===== src/hw/rtl/bmhpq_pkg.sv =====
`default_nettype none

package bmhpq_pkg;

   // Request codes carried in req_type.
   localparam logic [1:0] REQ_ENQUEUE = 2'd0;
   localparam logic [1:0] REQ_DEQUEUE = 2'd1;
   localparam logic [1:0] REQ_PEEK    = 2'd2;
   localparam logic [1:0] REQ_SIZE    = 2'd3;

   // Result status codes.
   localparam logic [1:0] STATUS_OK    = 2'd0;
   localparam logic [1:0] STATUS_FULL  = 2'd1;
   localparam logic [1:0] STATUS_EMPTY = 2'd2;

   localparam int unsigned DATA_W        = 32;
   localparam int unsigned ENTRY_COUNT_W = 5;

   // One request.
   typedef struct packed {
      logic [1:0]               req_type;
      logic signed [DATA_W-1:0] item_value;
      logic signed [DATA_W-1:0] item_priority;
   } bmhpq_req_type;

   // One result.
   typedef struct packed {
      logic [1:0]               status;
      logic signed [DATA_W-1:0] out_value;
      logic [ENTRY_COUNT_W-1:0] entry_count;
   } bmhpq_rsp_type;

   // One heap slot.
   typedef struct packed {
      logic signed [DATA_W-1:0] value;
      logic signed [DATA_W-1:0] prio;
   } bmhpq_entry_type;

   // Commands from the controller to the datapath.
   typedef struct packed {
      logic       load;       // latch a new request
      logic       up_init;    // append: pos gets count, count increments
      logic       rd_root;    // read slot 0 on port A
      logic       rd_last;    // read last slot on port B
      logic       dq_init;    // take root value and last entry, count decrements
      logic       peek_cap;   // result value comes from port A
      logic       rd_up;      // read parent of pos on port A
      logic       rd_down;    // read children of pos on ports A and B
      logic       wr_hold;    // write the held entry at pos
      logic       up_move;    // move parent down to pos, pos goes to parent
      logic       down_move;  // move larger child up to pos, pos goes to child
      logic       respond;    // issue the result
      logic [1:0] status;     // status code of the result
   } bmhpq_cmd_type;

   // Status from the datapath to the controller.
   typedef struct packed {
      logic [1:0] req_type;
      logic       empty;
      logic       full;
      logic       at_root;
      logic       up_stop;
      logic       down_stop;
   } bmhpq_stat_type;

endpackage

`default_nettype wire


===== src/hw/rtl/bmhpq_ctrl.sv =====
`default_nettype none

module bmhpq_ctrl (
   input  wire                      clock,
   input  wire                      reset,
   input  wire                      start,
   output logic                     busy,
   input  bmhpq_pkg::bmhpq_stat_type stat,
   output bmhpq_pkg::bmhpq_cmd_type  cmd
);
   import bmhpq_pkg::*;

   localparam logic [2:0] S_IDLE     = 3'd0;
   localparam logic [2:0] S_DECODE   = 3'd1;
   localparam logic [2:0] S_ROOT     = 3'd2;
   localparam logic [2:0] S_DQ_LOAD  = 3'd3;
   localparam logic [2:0] S_UP_CHECK = 3'd4;
   localparam logic [2:0] S_UP_EVAL  = 3'd5;
   localparam logic [2:0] S_DN_READ  = 3'd6;
   localparam logic [2:0] S_DN_EVAL  = 3'd7;

   logic [2:0] state_ff;
   logic [2:0] state_in;

   assign busy = (state_ff != S_IDLE);

   // Next state and commands.
   always_comb begin
      state_in   = state_ff;
      cmd        = '0;
      cmd.status = STATUS_OK;
      unique case (state_ff)
         S_IDLE: begin
            if (start) begin
               cmd.load = 1'b1;
               state_in = S_DECODE;
            end
         end
         S_DECODE: begin
            unique case (stat.req_type)
               REQ_ENQUEUE: begin
                  if (stat.full) begin
                     cmd.status  = STATUS_FULL;
                     cmd.respond = 1'b1;
                     state_in    = S_IDLE;
                  end else begin
                     cmd.up_init = 1'b1;
                     state_in    = S_UP_CHECK;
                  end
               end
               REQ_DEQUEUE: begin
                  if (stat.empty) begin
                     cmd.status  = STATUS_EMPTY;
                     cmd.respond = 1'b1;
                     state_in    = S_IDLE;
                  end else begin
                     cmd.rd_root = 1'b1;
                     cmd.rd_last = 1'b1;
                     state_in    = S_DQ_LOAD;
                  end
               end
               REQ_PEEK: begin
                  if (stat.empty) begin
                     cmd.status  = STATUS_EMPTY;
                     cmd.respond = 1'b1;
                     state_in    = S_IDLE;
                  end else begin
                     cmd.rd_root = 1'b1;
                     state_in    = S_ROOT;
                  end
               end
               default: begin
                  cmd.respond = 1'b1;
                  state_in    = S_IDLE;
               end
            endcase
         end
         S_ROOT: begin
            cmd.peek_cap = 1'b1;
            cmd.respond  = 1'b1;
            state_in     = S_IDLE;
         end
         S_DQ_LOAD: begin
            cmd.dq_init = 1'b1;
            state_in    = S_DN_READ;
         end
         S_UP_CHECK: begin
            if (stat.at_root) begin
               cmd.wr_hold = 1'b1;
               cmd.respond = 1'b1;
               state_in    = S_IDLE;
            end else begin
               cmd.rd_up = 1'b1;
               state_in  = S_UP_EVAL;
            end
         end
         S_UP_EVAL: begin
            if (stat.up_stop) begin
               cmd.wr_hold = 1'b1;
               cmd.respond = 1'b1;
               state_in    = S_IDLE;
            end else begin
               cmd.up_move = 1'b1;
               state_in    = S_UP_CHECK;
            end
         end
         S_DN_READ: begin
            cmd.rd_down = 1'b1;
            state_in    = S_DN_EVAL;
         end
         S_DN_EVAL: begin
            if (stat.down_stop) begin
               cmd.wr_hold = 1'b1;
               cmd.respond = 1'b1;
               state_in    = S_IDLE;
            end else begin
               cmd.down_move = 1'b1;
               state_in      = S_DN_READ;
            end
         end
         default: begin
            state_in = S_IDLE;
         end
      endcase
   end

   // State register.
   always_ff @(posedge clock) begin
      if (reset) begin
         state_ff <= S_IDLE;
      end else begin
         state_ff <= state_in;
      end
   end

endmodule

`default_nettype wire


===== src/hw/rtl/bmhpq_dp.sv =====
`default_nettype none

module bmhpq_dp #(
   parameter int unsigned DEPTH = 16
) (
   input  wire                       clock,
   input  wire                       reset,
   input  bmhpq_pkg::bmhpq_req_type  req,
   input  bmhpq_pkg::bmhpq_cmd_type  cmd,
   output bmhpq_pkg::bmhpq_stat_type stat,
   output logic                      rsp_valid,
   output bmhpq_pkg::bmhpq_rsp_type  rsp
);
   import bmhpq_pkg::*;

   localparam int unsigned IW = $clog2(DEPTH);
   localparam int unsigned CW = $clog2(DEPTH + 1);
   localparam int unsigned XW = IW + 2;

   // Heap storage and its registered read ports.
   bmhpq_entry_type heap_mem_ff [DEPTH];
   bmhpq_entry_type rd_a_ff;
   bmhpq_entry_type rd_b_ff;

   logic [IW-1:0]    rd_a_addr;
   logic [IW-1:0]    rd_b_addr;
   logic             wr_en;
   logic [IW-1:0]    wr_addr;
   bmhpq_entry_type  wr_data;

   // Working registers.
   logic [1:0]               req_type_ff;
   bmhpq_entry_type          hold_ff;
   logic signed [DATA_W-1:0] val_ff;
   logic [IW-1:0]            pos_ff;
   logic [CW-1:0]            count_ff;
   logic                     rsp_valid_ff;
   bmhpq_rsp_type            rsp_ff;

   logic [IW-1:0] pos_m1;
   logic [IW-1:0] up_slot;
   logic [XW-1:0] child_l;
   logic [XW-1:0] child_r;
   logic [XW-1:0] count_x;
   logic          l_ok;
   logic          r_ok;
   logic          l_gt;
   logic          r_gt;
   logic signed [DATA_W-1:0] best_prio;

   // Tree index arithmetic.
   assign pos_m1     = pos_ff - IW'(1);
   assign up_slot    = pos_m1 >> 1;
   assign child_l    = {1'b0, pos_ff, 1'b1};
   assign child_r    = child_l + XW'(1);
   assign count_x    = XW'(count_ff);
   assign l_ok       = (child_l < count_x);
   assign r_ok       = (child_r < count_x);

   // Child selection: left wins ties, a child moves only if strictly greater.
   assign l_gt      = l_ok && ($signed(rd_a_ff.prio) > $signed(hold_ff.prio));
   assign best_prio = l_gt ? rd_a_ff.prio : hold_ff.prio;
   assign r_gt      = r_ok && ($signed(rd_b_ff.prio) > $signed(best_prio));

   // Status toward the controller.
   always_comb begin
      stat.req_type  = req_type_ff;
      stat.empty     = (count_ff == '0);
      stat.full      = (count_ff == CW'(DEPTH));
      stat.at_root   = (pos_ff == '0);
      stat.up_stop   = ($signed(rd_a_ff.prio) > $signed(hold_ff.prio));
      stat.down_stop = !l_gt && !r_gt;
   end

   // Read address selection.
   always_comb begin
      rd_a_addr = '0;
      rd_b_addr = '0;
      if (cmd.rd_last) begin
         rd_b_addr = IW'(count_ff - CW'(1));
      end
      if (cmd.rd_up) begin
         rd_a_addr = up_slot;
      end
      if (cmd.rd_down) begin
         rd_a_addr = child_l[IW-1:0];
         rd_b_addr = child_r[IW-1:0];
      end
   end

   // Write port selection.
   always_comb begin
      wr_en   = cmd.wr_hold || cmd.up_move || cmd.down_move;
      wr_addr = pos_ff;
      wr_data = hold_ff;
      if (cmd.up_move) begin
         wr_data = rd_a_ff;
      end else if (cmd.down_move) begin
         wr_data = r_gt ? rd_b_ff : rd_a_ff;
      end
   end

   // Heap memory: one write port, two registered read ports.
   always_ff @(posedge clock) begin
      if (wr_en) begin
         heap_mem_ff[wr_addr] <= wr_data;
      end
      rd_a_ff <= heap_mem_ff[rd_a_addr];
      rd_b_ff <= heap_mem_ff[rd_b_addr];
   end

   // Request, held entry, position and result value.
   always_ff @(posedge clock) begin
      if (cmd.load) begin
         req_type_ff           <= req.req_type;
         hold_ff.value         <= req.item_value;
         hold_ff.prio          <= req.item_priority;
         val_ff                <= '0;
      end
      if (cmd.up_init) begin
         pos_ff <= IW'(count_ff);
      end
      if (cmd.dq_init) begin
         val_ff  <= rd_a_ff.value;
         hold_ff <= rd_b_ff;
         pos_ff  <= '0;
      end
      if (cmd.up_move) begin
         pos_ff <= up_slot;
      end
      if (cmd.down_move) begin
         pos_ff <= r_gt ? child_r[IW-1:0] : child_l[IW-1:0];
      end
   end

   // Stored entry count.
   always_ff @(posedge clock) begin
      if (reset) begin
         count_ff <= '0;
      end else if (cmd.up_init) begin
         count_ff <= count_ff + CW'(1);
      end else if (cmd.dq_init) begin
         count_ff <= count_ff - CW'(1);
      end
   end

   // Result register.
   always_ff @(posedge clock) begin
      if (reset) begin
         rsp_valid_ff <= 1'b0;
      end else begin
         rsp_valid_ff <= cmd.respond;
      end
   end

   always_ff @(posedge clock) begin
      if (cmd.respond) begin
         rsp_ff.status      <= cmd.status;
         rsp_ff.out_value   <= cmd.peek_cap ? rd_a_ff.value : val_ff;
         rsp_ff.entry_count <= ENTRY_COUNT_W'(count_ff);
      end
   end

   assign rsp_valid = rsp_valid_ff;
   assign rsp       = rsp_ff;

endmodule

`default_nettype wire


===== src/hw/rtl/binary_max_heap_priority_queue_core.sv =====
// A size query, a full enqueue or an empty dequeue or peek is answered at decode; a peek
// first reads the root; an enqueue appends and sifts up, and a dequeue moves the last
// entry to the root and sifts it down, each one level at a time until it settles.
// One request is in work at a time; busy drops as the result strobe is shown.
// Synchronous reset empties the queue; slot contents are left as they were.
`default_nettype none

module binary_max_heap_priority_queue_core #(
   parameter int unsigned DEPTH = 16
) (
   input  wire                      clock,
   input  wire                      reset,
   input  wire                      start,
   output logic                     busy,
   input  bmhpq_pkg::bmhpq_req_type req_data,
   output logic                     rsp_valid,
   output bmhpq_pkg::bmhpq_rsp_type rsp_data
);
   import bmhpq_pkg::*;

   bmhpq_cmd_type  cmd;
   bmhpq_stat_type stat;

   // Sequencer.
   bmhpq_ctrl u_ctrl (
      .clock (clock),
      .reset (reset),
      .start (start),
      .busy  (busy),
      .stat  (stat),
      .cmd   (cmd)
   );

   // Heap storage and arithmetic.
   bmhpq_dp #(
      .DEPTH (DEPTH)
   ) u_dp (
      .clock     (clock),
      .reset     (reset),
      .req       (req_data),
      .cmd       (cmd),
      .stat      (stat),
      .rsp_valid (rsp_valid),
      .rsp       (rsp_data)
   );

   // An accepted request makes the block busy in the next cycle.
   assert property (@(posedge clock) disable iff (reset)
      (start && !busy) |=> busy)
      else $error("accepted request did not raise busy");

   // The result strobe is shown only once the block has gone idle.
   assert property (@(posedge clock) disable iff (reset)
      rsp_valid |-> !busy)
      else $error("result shown while still busy");

   // Results never come in consecutive cycles.
   assert property (@(posedge clock) disable iff (reset)
      rsp_valid |=> !rsp_valid)
      else $error("two results in consecutive cycles");

   // Failed requests carry a zero value.
   assert property (@(posedge clock) disable iff (reset)
      (rsp_valid && (rsp_data.status == STATUS_FULL || rsp_data.status == STATUS_EMPTY))
         |-> (rsp_data.out_value == '0))
      else $error("failed request returned a nonzero value");

endmodule

`default_nettype wire

===== config.mk =====
export PLATFORM = sky130hd
export DESIGN_NAME = binary_max_heap_priority_queue_core
export DESIGN_NICKNAME = d
export VERILOG_FILES = /design/src/hw/rtl/bmhpq_pkg.sv /design/src/hw/rtl/bmhpq_ctrl.sv /design/src/hw/rtl/bmhpq_dp.sv /design/src/hw/rtl/binary_max_heap_priority_queue_core.sv
export SDC_FILE = /design/constraint.sdc
export NUM_CORES = 2
export LEC_CHECK = 0
export BUFFER_PORTS_ARGS = -buffer_cell sky130_fd_sc_hd__buf_2
export CORE_ASPECT_RATIO = 1.1
export CORE_MARGIN = 2
export CORE_UTILIZATION = 68
export DETAILED_ROUTE_END_ITERATION = 6
export PLACE_DENSITY = 0.85
export SLEW_MARGIN = 25
export SYNTH_ARGS = -nofsm -noshare
export SYNTH_HDL_FRONTEND = slang
export SYNTH_SLANG_ARGS = --single-unit

===== constraint.sdc =====
create_clock -name clock -period 10.6 [get_ports clock]
set_clock_uncertainty 0.05 [all_clocks]
set_input_delay 0 -clock clock [delete_from_list [all_inputs] [get_ports clock]]
set_output_delay 0 -clock clock [all_outputs]
set_load 0.01 [all_outputs]

Word-level counts from Yosys, hierarchy flattened
Memory sizes are Yosys's and may differ from the RTL's. A register that Yosys moved wholly into a read port is not among the register bits.
Cells that the tools add are included.
Widths: inputs -> output; s select.
{ "totals": {"ff_bits": 150, "mem_bits_rw": 1024, "input_bits": 69, "out_inout_bits": 41, "word_cells": 105, "mem_count": 1} }
{ "op_classes": {"n_addsub": 4, "n_lt_le_gt_ge": 4, "eq_ne": 11, "muxes": 58, "n_reduce_logical": 16} }
{ "memory_table": {"columns": ["memory", "words", "width", "read_ports", "rd_ports_with_merged_regs", "write_ports", "line", "text"], "rows": [
  ["u_dp.heap_mem_ff", 16, 64, 2, 2, 1, "bmhpq_dp.sv:21", "bmhpq_entry_type heap_mem_ff [DEPTH];"]
]} }
{ "ops": {"columns": ["cell", "n"], "rows": [
  ["$mux 64", 5],
  ["$mux 32", 4],
  ["$gt 32x32->1", 2],
  ["$mux 4", 8],
  ["$mux 3", 9],
  ["$pmux 3 s8", 1],
  ["$mux 1", 20],
  ["$eq 3x3->1 const B", 4],
  ["$mux 5", 2],
  ["$pmux 3 s3", 1],
  ["$add 5x1->6 const B", 1],
  ["$eq 3x2->1 const B", 2],
  ["$lt 6x5->1", 1],
  ["$mux 2", 3],
  ["$add 5x1->5 const B", 1],
  ["$eq 5x5->1 const B", 1],
  ["$logic_not 5->1", 1],
  ["$lt 5x5->1", 1],
  ["$pmux 1 s5", 1],
  ["$sub 5x1->5 const B", 1],
  ["$logic_not 4->1", 1],
  ["$pmux 1 s2", 2],
  ["$pmux 2 s2", 1],
  ["$reduce_bool 2->1", 2],
  ["other kinds (14)", 18]
]} }

Logic depth before layout (Yosys ltp)
{ "logic_depth": {"word_depth": 13, "mapped_depth": 23, "depth_no_buf": 19} }

Cells and area by module
From an unflattened synthesis, not the netlist that was laid out.
{ "unflattened": {"hier_cells": 4925, "area_unflattened_um2": 60981.0} }
{ "by_module_without_submodules": {"columns": ["module", "n_inst", "cells_each", "area_per_inst_um2", "seq_area_each_um2"], "rows": [
  ["bmhpq_dp", 1, 4869, 60561.8, 37666.1],
  ["bmhpq_ctrl", 1, 56, 419.2, 60.1]
]} }

Least setup slack after synthesis
No wires, ideal clock.
{ "synth_path": {"path_type": "register -> register", "start": "reg u_dp.pos_ff[2]", "end": "mem u_dp.heap_mem_ff[4][0] (netlist bit), enable pin", "setup_ns": 0.578, "arrival_time_ns": 5.661, "path_slack_ns": 4.311, "stages_incl_launch_ff": 5, "path_cell_list": "edfxtp_1 -> buf_2 -> clkbuf_1 -> nand2_1 -> nor3b_1"} }
{ "synth_via": {"elab_chain_cells": 13, "elab_cells_between_ends": 20} }
{ "synth_lines": {"columns": ["item", "line", "text"], "rows": [
  ["start: declaration", "bmhpq_dp.sv:35", "logic [IW-1:0] pos_ff;"],
  ["start signal: assignment", "bmhpq_dp.sv:121", "pos_ff <= IW'(count_ff);"],
  ["start signal: assignment", "bmhpq_dp.sv:129", "pos_ff <= up_slot;"],
  ["start signal: assignment", "bmhpq_dp.sv:132", "pos_ff <= r_gt ? child_r[IW-1:0] : child_l[IW-1:0];"],
  ["$lt 5x5->1", "bmhpq_dp.sv:57", "assign l_ok = (child_l < count_x);"],
  ["$logic_and 1x1->1", "bmhpq_dp.sv:61", "assign l_gt = l_ok && ($signed(rd_a_ff.prio) > $signed(hold_ff.prio));"],
  ["$mux 32", "bmhpq_dp.sv:62", "assign best_prio = l_gt ? rd_a_ff.prio : hold_ff.prio;"],
  ["$gt 32x32->1", "bmhpq_dp.sv:63", "assign r_gt = r_ok && ($signed(rd_b_ff.prio) > $signed(best_prio));"],
  ["$logic_and 1x1->1", "bmhpq_dp.sv:63", null],
  ["$logic_not 1->1", "bmhpq_dp.sv:72", "stat.down_stop = !l_gt && !r_gt;"],
  ["$logic_and 1x1->1", "bmhpq_dp.sv:72", null],
  ["$mux 1", "bmhpq_ctrl.sv:112", "if (stat.down_stop) begin"],
  ["$pmux 1 s3", "bmhpq_ctrl.sv:32", "unique case (state_ff)"],
  ["$logic_or 1x1->1 (2 in a row)", "bmhpq_dp.sv:93", "wr_en = cmd.wr_hold || cmd.up_move || cmd.down_move;"],
  ["$mux 1", "bmhpq_dp.sv:105", "if (wr_en) begin"],
  ["$mux 1 (not written as such)", "bmhpq_dp.sv:106", "heap_mem_ff[wr_addr] <= wr_data;"],
  ["end: declaration", "bmhpq_dp.sv:21", null]
]} }
Parallel ways exist; a longest one is shown, timed or not.

==> results.cfg <==
[global_route]
grt_use_total = 0.368
grt_remaining_overflow = 0
antenna_found_initial = 0
grt_max_degree = 216
grt_pass1_vias = 43600
grt_pass1_wl_um = 257000

[clock_network]
cts_resized = 0
path_clk_slew_ns = 0.07
numClockSinks = 1302
root_buffer = clkbuf_16
cts_buffers = 121
htree_levels = 3
cts_tree = built
clk_path_buf_depth = 3
clk_latency_ns = 0.73

[route]
drt_first_pass_iters = 7
vias = 43700
drt_wl_total_um = 172000
drtIter0Drc = 8072
vias_per_cell = 7.21
ant_nets = 0
wl_per_cell_um = 28.4
drc = 3

[timing]
slew_viol_final = 0
worst_slew_pin_slew_ns = 1.15
setup_ws_ns = 2.57
period_minus_slack_ns = 8.03
holdWs_ns = 0.0372
max_slew_margin = 0.235
rsz0062_at_grt = no
post-route-period-util = 0.757
finalSetupViolCount = 0
timing.fmax_ghz = 0.125
finalHoldViolations = 0
tns_ns = 0

[hold_path]
hp-class = input pin to register
min_from = req_data[60]

[die]
start_util = 0.685
core_area_sq_um = 89400
chipHeight_um = 319
rows = 115
die_area_sq_um = 92500
ios = 110
die_x_um = 290

[cells_and_area]
drive_gt1_frac = 0.162
finalNetCount = 4930
fin_area_sq_um = 67800
syn2layout_area_growth_pct = 10.6

[setup_path]
cp_cell_sequence = inv_1, ha_1, a21oi_1, o21a_1, o221ai_1, a2111o_1, a21oi_2, mux2i_4, buf_4, mux2i_1, ha_1, a21oi_1, a21oi_1, a211oi_1, nand2_1, nor4_1, or2_1, a31o_4, buf_4, a221oi_2, buf_4
arrival_ns = 8.44
worstPathRequired_ns = 11.01
crit_start = u_dp.hold_ff[7]
cp-end-kind = register
critPathSlowestCell = a31o_4
critPathBufInv = 4
max_stage_delay_ns = 0.89
start_kind = register
timing.rr.start = u_dp.hold_ff[7]
cp_max_fo = 41
path_class = register to register
worst_path_dominant_cell_family = compound AO/OA/AOI/OAI gates

[logic_synthesis]
synthesis.nets = 4888
yosys.area_share.simple = 0.128
synth-seq-cells = 1302
synth_edf_count = 1165
synth_warnings = 0
ys_seq_area_frac = 0.616
synthesis.area_sq_um = 61200
avgSynthCellArea_sq_um = 12.9
syn_inst = 4737
synth_fa_ha_area_frac = 0.0168
synth_cell_types = 69
synthArstFlopShare = 0
synthXorXnorAreaFrac = 0.00143
synth_compound_area_frac = 0.0650
synth_top_family_by_area = multiplexers
muxShareOfSynthArea = 0.138
ys.flop_type = edfxtp_1

[power]
sw_frac_of_total = 0.204
power.density_nw_per_um2 = 157
p_total_mw = 10.6
p_leak_nw = 23.9
pwr-share-comb = 0.030
vdd_drop_max_v = 0.000154
p_clk_frac = 0.438
intPower_mw = 8.46
seqPwrFrac = 0.532
switchingPower_mw = 2.16

[placement]
place_congestion = 0.882
io_buffers = 109
dp_slack_ns = 2.69
dp_hpwl_um = 89600
place_area_sq_um = 62600

[run]
cap_violations = 0

[run_status]
violations = design-rule violations
status = finished with violations
-- cell usage after synthesis, drive strengths merged (4+ instances only) --
master,instances,area [sq um]
a211oi,4,35.0
a21oi,99,503
a221oi,65,938
a311oi,193,1690
a31oi,68,425
and2,6,37.5
and3,134,838
buf,131,747
clkbuf,220,826
dfxtp,137,2740
edfxtp,1165,35000
ha,82,1030
inv,149,559
mux2,34,383
mux2i,229,2290
mux4,256,5770
nand2,1262,4740
nand3,266,1340
nand4,14,87.6
nor2,60,225
nor2b,8,50.1
nor3,75,387
nor3b,4,30.0
nor4,4,37.5
o211ai,5,37.5
o21a,5,37.5
o21ai,19,98.9
xnor2,9,78.8
-- tightest hold or removal path, stage by stage --
cell and delay (ns):
dlygate4sd3_1 0.52, buf_2 0.10, nand2_1 0.04, nand2_1 0.06
-- layout make-up --
type / count / area, sq um
diodes: 1 / 2.50
multi-input cells: 2935 / 21600
well taps: 1170 / 1460
repair buffers: 270 / 2070
clock inverters: 67 / 835
clock buffers: 164 / 3480
inverters: 149 / 559
fillers: 4911 / 21600
flip-flops and latches: 1302 / 37700
-- cell usage in the layout, fill, tap and decap left out, types with 7 or more instances in the layout --
| cell type | Yosys | final |
|---|---|---|
| nor3_1 | 74 | 68 |
| edfxtp_1 | 1165 | 1165 |
| mux2i_1 | 229 | 228 |
| buf_2 | 69 | 110 |
| dfxtp_1 | 137 | 137 |
| clkinv_2 | 0 | 23 |
| clkinv_1 | 0 | 11 |
| a311oi_1 | 193 | 193 |
| nor2_1 | 60 | 55 |
| xnor2_1 | 9 | 9 |
| o21ai_0 | 14 | 14 |
| clkbuf_8 | 0 | 16 |
| inv_1 | 148 | 148 |
| mux4_2 | 256 | 256 |
| a221oi_2 | 59 | 59 |
| a21oi_1 | 97 | 97 |
| nand3_1 | 265 | 265 |
| buf_4 | 27 | 72 |
| dlygate4sd3_1 | 0 | 70 |
| clkbuf_1 | 220 | 21 |
| clkbuf_16 | 0 | 127 |
| ha_1 | 82 | 82 |
| nand2_1 | 1262 | 1259 |
| nor2b_1 | 8 | 7 |
| nand4_1 | 14 | 14 |
| a31oi_1 | 68 | 67 |
| and3_1 | 134 | 132 |
| mux2_2 | 34 | 34 |
| clkinvlp_4 | 0 | 7 |
| bufinv_16 | 0 | 17 |
-- flip-flops by register name (all words and copies together) (netlist names) --
register	flops
u_dp.hold_ff	64
u_dp.rd_b_ff	64
u_dp.rd_a_ff	64
u_dp.val_ff	32
u_dp.req_type_ff	2
u_dp.rsp_valid	1
u_dp.count_ff	5
u_dp.heap_mem_ff	1024
u_dp.pos_ff	4
u_dp.rsp	39
u_ctrl.state_ff	3
-- metal layers --
| metal | GRT usage | wire (um) | vias to the layer above | part of all wire |
|---|---|---|---|---|
| met1 | 0.469 | 55900 | 21000 | 0.32 |
| met4 | 0.205 | 9950 | 0 | 0.058 |
| met3 | 0.0799 | 24600 | 822 | 0.14 |
| met5 | 0 | 0 | - | 0 |
| met2 | 0.595 | 81700 | 3974 | 0.47 |
| li1 | - | - | 17900 | - |
-- worst paths after layout --
path / end / slack [ns] / cells past startpoint
min reg2reg: u_dp.hold_ff[39] / 0.49 / 2
min: u_dp.hold_ff[60] / 0.04 / 4
max: u_dp.heap_mem_ff[8][42] / 2.57 / 21
max reg2reg: u_dp.heap_mem_ff[8][42] / 2.57 / 21
-- per-stage QoR --
step / util / instances
after floorplan: - / 4737
after global placement: 0.700 / 5743
after detailed placement: 0.701 / 5746
after CTS: 0.757 / 6047
after global routing: 0.758 / 6057
final: 0.758 / 6058
-- timing repair --
action,in CTS,in global routing
hold buffers,70,0
setup buffers,0,0
endpoints found under the hold margin,77,0
-- cell families after synthesis --
kind of cell / Yosys count
buf+inv: 500
xor+xnor: 10
compound gates: 480
fa+ha+maj: 82
flops: 1302
mux: 519
simple gates: 1844
-- power groups by stage --
stage / clock (mW) / sequential, mW / combinational (mW)
5_1_grt: 4.85 / 5.65 / 0.342
6_report: 4.65 / 5.65 / 0.320
4_1_cts: 4.65 / 5.65 / 0.308
3_5_place_dp: 0 / 5.76 / 0.284
3_3_place_gp: 0 / 5.76 / 0.275
2_1_floorplan: 0 / 5.76 / 0.177
(Power assumes the default switching activity.)
